--- config.mk ---
export PLATFORM = sky130hd
export DESIGN_NAME = rmf_ram
export DESIGN_NICKNAME = d
export VERILOG_FILES = /design/src/sv/rmf_ram.sv
export SDC_FILE = /design/constraint.sdc
export NUM_CORES = 1
export LEC_CHECK = 0
export BUFFER_PORTS_ARGS = -buffer_cell sky130_fd_sc_hd__buf_2
export CAP_MARGIN = 40
export CORE_ASPECT_RATIO = 0.9
export CORE_MARGIN = 2
export CORE_UTILIZATION = 30
export DETAILED_ROUTE_END_ITERATION = 10
export SETUP_SLACK_MARGIN = 0.05
export SLEW_MARGIN = 20
export SYNTH_ARGS = -nofsm -noshare
export SYNTH_HDL_FRONTEND = slang
export SYNTH_SLANG_ARGS = --single-unit
--- constraint.sdc ---
create_clock -name clk -period 1.8 [get_ports clk]
set_clock_uncertainty 0.2 [all_clocks]
set_input_delay 0.27 -clock clk [delete_from_list [all_inputs] [get_ports clk]]
set_output_delay 0.27 -clock clk [all_outputs]
set_load 0.1 [all_outputs]
--- src/sv/rmf_ram.sv ---
// ----------------------------------------------------------------------------
// rmf_ram
// Generic single-write, single-read synchronous RAM, registered read.
// ----------------------------------------------------------------------------
module rmf_ram #(
  parameter int WIDTH = 8,
  parameter int DEPTH = 16
) (
  input  logic                     clk,
  input  logic                     wr_en,
  input  logic [$clog2(DEPTH)-1:0] wr_addr,
  input  logic [WIDTH-1:0]         wr_data,
  input  logic                     rd_en,
  input  logic [$clog2(DEPTH)-1:0] rd_addr,
  output logic [WIDTH-1:0]         rd_data
);

  logic [WIDTH-1:0] mem [DEPTH];

  always_ff @(posedge clk) begin
    if (wr_en) begin
      mem[wr_addr] <= wr_data;
    end
    if (rd_en) begin
      rd_data <= mem[rd_addr];
    end
  end

endmodule

Word level (Yosys, flattened, before mapping)
Memories as Yosys holds them, arrays and structs flattened. A register that Yosys moved wholly into a read port is not among the register bits.
Cells that the tools add are included.

word-level totals
  register bits after elaboration = 0
  RAM bits = 128
  bits of input ports = 19
  output and inout port bits = 8
  logic and storage cells = 3
  memories = 1

operators by class
  mux-type cells = 2

memories
  name  depth  width  read ports  clocked after Yosys merged registers in  wr ports  RTL line  RTL
  mem   16     8      1           1                                        1         18        logic [WIDTH-1:0] mem [DEPTH];

operators by type and width
  operator  count
  $mux 1    2

Depth between registers and ports, before layout
  word-level depth = 2
  gate-level depth with buffers = 5
  depth with buffers taken out = 3

Worst setup path before layout
Ideal clock, no wire load.

  kind = in2reg
  start = input wr_addr[2]
  end = memory mem[0][0] (enable)
  library setup time = 0.383 ns
  arrival = 1.380 ns
  required time = 1.217 ns
  path slack = -0.163 ns
  cell stages on the path = 2
  buffers on the path = 0
  cell sequence = or3b_2 > nor3_1

RTL lines
  element             RTL line  RTL
  start: declaration  11        input logic [$clog2(DEPTH)-1:0] wr_addr,
  end: declaration    18

No word-level cell before the write port.

==> metrics.cfg <==
[outcome]
status = finished, final reports clean

[detailed_routing]
dr.pass1.iters = 4
ant_nets = 0
vias = 2510
wl_per_cell_um = 19.5
drc = 0
drtIter0Drc = 244
wl_mm = 10.5
vias_per_cell = 4.67

[power_and_ir_drop]
cellPowerDensity_nw_per_um2 = 1160
p_sw_frac = 0.209
clkPwrFrac = 0.455
p_seq_frac = 0.483
p_leak_uw = 0.00214
combPwrFrac = 0.063
vdd_drop_max_mv = 0.641
intPower_uw = 5880
switching_power_uw = 1560

[timing]
rsz0062_at_grt = yes
setup_viol_count_final = 0
tightest_slew_ps = 873
worst_slack_ps = 79.0
fin_hold_ws_ps = 25.5
drv_slew = 0
hold_viol_final = 0
clock.fmax_mhz = 581
period_minus_slack_ps = 1720
slew_headroom = 0.417
fin_crit_sh = 0.956

[setup_path]
timing_worst_setup_path_type = reg -> reg
crit_path_start_kind = flip-flop
reg2reg_slack_ps = 80
r2r_cells = 3
critPathCaptureType = flip-flop
reg2reg_from = mem[11][0]
r2r_end = rd_data[0]
arrival_ps = 1650
cp.required_ps = 1730
max_stage_delay_ps = 490
slowest_stage = mux4_2
path_max_fanout = 1
worstPathCellList = mux4_2, a22oi_2, nand2_1

[synthesis]
synthCells = 229
syn-cell-area_um2 = 5230
synth_fp_nets = 248
synth.distinct_cells = 18
yosysSeqAreaShare = 0.781
synth_area_per_cell_um2 = 22.8
ys_seq_elements = 136
yosys_warnings = 0

[run]
max-cap-violations = 0

[clock_network]
clock_latency_ps = 410
cts_made_buffers = 17
cts.clk_slew.worst_paths_ps = 60
cts_max_level = 4
cts.sinks = 136
postCtsSetupRepairBufs = 0
cts_tree = done
clockBufferDepth = 2
cts-root-buf = clkbuf_16
cts-hold-fix-buffers = 0

[final_layout]
diodes = 0
drive_gt1_frac = 0.347
syn2layout_area_growth_pct = 22.8
fin_nets = 309
n_fill_cell = 1539
regArea_um2 = 4080
multi_input_comb_area_um2 = 1070

[grt]
grt_pass1_wl_mm = 16.2
antenna_found_initial = 0
grt_max_degree = 17
track_usage = 0.124
overflow = 0
first_global_vias = 2635

[min_path]
hold_path_startpoint = rd_en
hold_path_class = in -> reg
hold_path_depth = 1
worstHoldEndpoint = rd_data[4]

[floorplan]
die_h_um = 129
pin_count = 27
die_w_um = 143
start_util = 0.308
fp.dieArea_um2 = 18500
core-area_um2 = 16900
rows = 45

[placed_design]
gp_congestion = 0.736
dp_hpwl_mm = 6.95
portBuffers = 26
pre_cts_ws_ps = -314

[final cells by class]
cell class	instances	area share
clock buffer	17	0.0663
clock inverter	15	0.0250
multi-input combinational	83	0.167
sequential	136	0.636
tap	235	0.0458
timing repair buffer	52	0.0593
[through the flow]
step | TNS (ps) | power [µW] | utilization | instance area, µm² | std cells
after floorplan | 0 | 3940 | - | 5240 | 229
after global placement | -1620 | 4110 | 0.343 | 5820 | 506
after detailed placement | -1720 | 4120 | 0.343 | 5820 | 506
after CTS | 0 | 7500 | 0.378 | 6410 | 538
after global routing | 0 | 7670 | 0.379 | 6420 | 538
final | 0 | 7430 | 0.379 | 6420 | 538
[cells in the final DEF, fill, tap and decap left out]
| cell type | count |
|---|---|
| a22oi_1 | 13 |
| a22oi_2 | 3 |
| and2_1 | 1 |
| and2b_1 | 1 |
| buf_12 | 4 |
| buf_2 | 24 |
| buf_4 | 24 |
| bufinv_16 | 3 |
| clkbuf_16 | 17 |
| clkinv_1 | 3 |
| clkinv_2 | 4 |
| clkinv_4 | 1 |
| clkinvlp_4 | 4 |
| edfxtp_1 | 136 |
| mux4_1 | 13 |
| mux4_2 | 19 |
| nand2_1 | 9 |
| nand2b_1 | 2 |
| nand3_1 | 1 |
| nand3b_1 | 2 |
| nor2_1 | 13 |
| nor2b_1 | 1 |
| nor3_1 | 3 |
| nor3_2 | 1 |
| or3b_2 | 1 |
[registers in the layout, indices dropped and copies added (netlist names)]
register / flops
rd_data: 8
mem: 128
[logic make-up after synthesis]
family | Yosys count | share of synthesized area
DFF | 136 | 0.781
and+or+nand+nor | 35 | 0.0314
muxes | 32 | 0.148
AOI/OAI and AO/OA | 16 | 0.0230
buffers and inverters | 10 | 0.0165
[worst max-delay path: cells and delay by family, from the launching register on]
kind | cells | cell delay [ps]
AO/OA/AOI/OAI | 1 | 230
multiplexers | 1 | 490
flip-flops | 1 | 360
AND/OR/NAND/NOR | 1 | 150
[power groups by stage]
stage,clock network [µW],registers [µW],logic (µW)
after floorplan,0,3760,183
after global placement,0,3650,454
after detailed placement,0,3660,462
after CTS,3450,3590,467
after global routing,3580,3590,497
final,3380,3590,465
[what timing repair did]
action | in CTS | in global routing
gates resized for setup | 3 | 3
hold endpoints to repair | 0 | 0
setup endpoints to repair | 3 | 3
pin swaps | 0 | 1
gates cloned | 0 | 0
[synth_stat cells (all sizes together)]
| master | number | area (µm²) |
|---|---|---|
| edfxtp | 136 | 4080 |
| mux4 | 32 | 773 |
| a22oi | 16 | 120 |
| nor2 | 13 | 48.8 |
| nand2 | 9 | 33.8 |
| buf | 7 | 56.3 |
| nor3 | 4 | 20.0 |
| clkdlybuf4s25 | 3 | 30.0 |
| nand2b | 2 | 12.5 |
| nand3b | 2 | 15.0 |
| and2 | 1 | 6.26 |
| and2b | 1 | 7.51 |
| nand3 | 1 | 5.00 |
| nor2b | 1 | 6.26 |
| or3b | 1 | 8.76 |
[metal layers]
| layer | wire [µm] | global-route usage |
|---|---|---|
| met1 | 4800 | 0.172 |
| met2 | 4920 | 0.186 |
| met3 | 671 | 0.0370 |
| met4 | 113 | 0.0472 |
| met5 | 0 | 0 |
[worst max-delay path by stage]
stage / startpoint / endpoint / slack [ps] / cells past startpoint
2_1_floorplan: rd_addr[0] / rd_data[1] / 50 / 5
3_3_place_gp: rd_addr[0] / rd_data[0] / -290 / 5
3_5_place_dp: rd_addr[0] / rd_data[0] / -310 / 5
4_1_cts: mem[8][4] / rd_data[4] / 50 / 3
5_1_grt: mem[2][0] / rd_data[0] / 50 / 3
6_report: mem[11][0] / rd_data[0] / 80 / 3
Note: power is estimated with default switching activity, not from simulation.
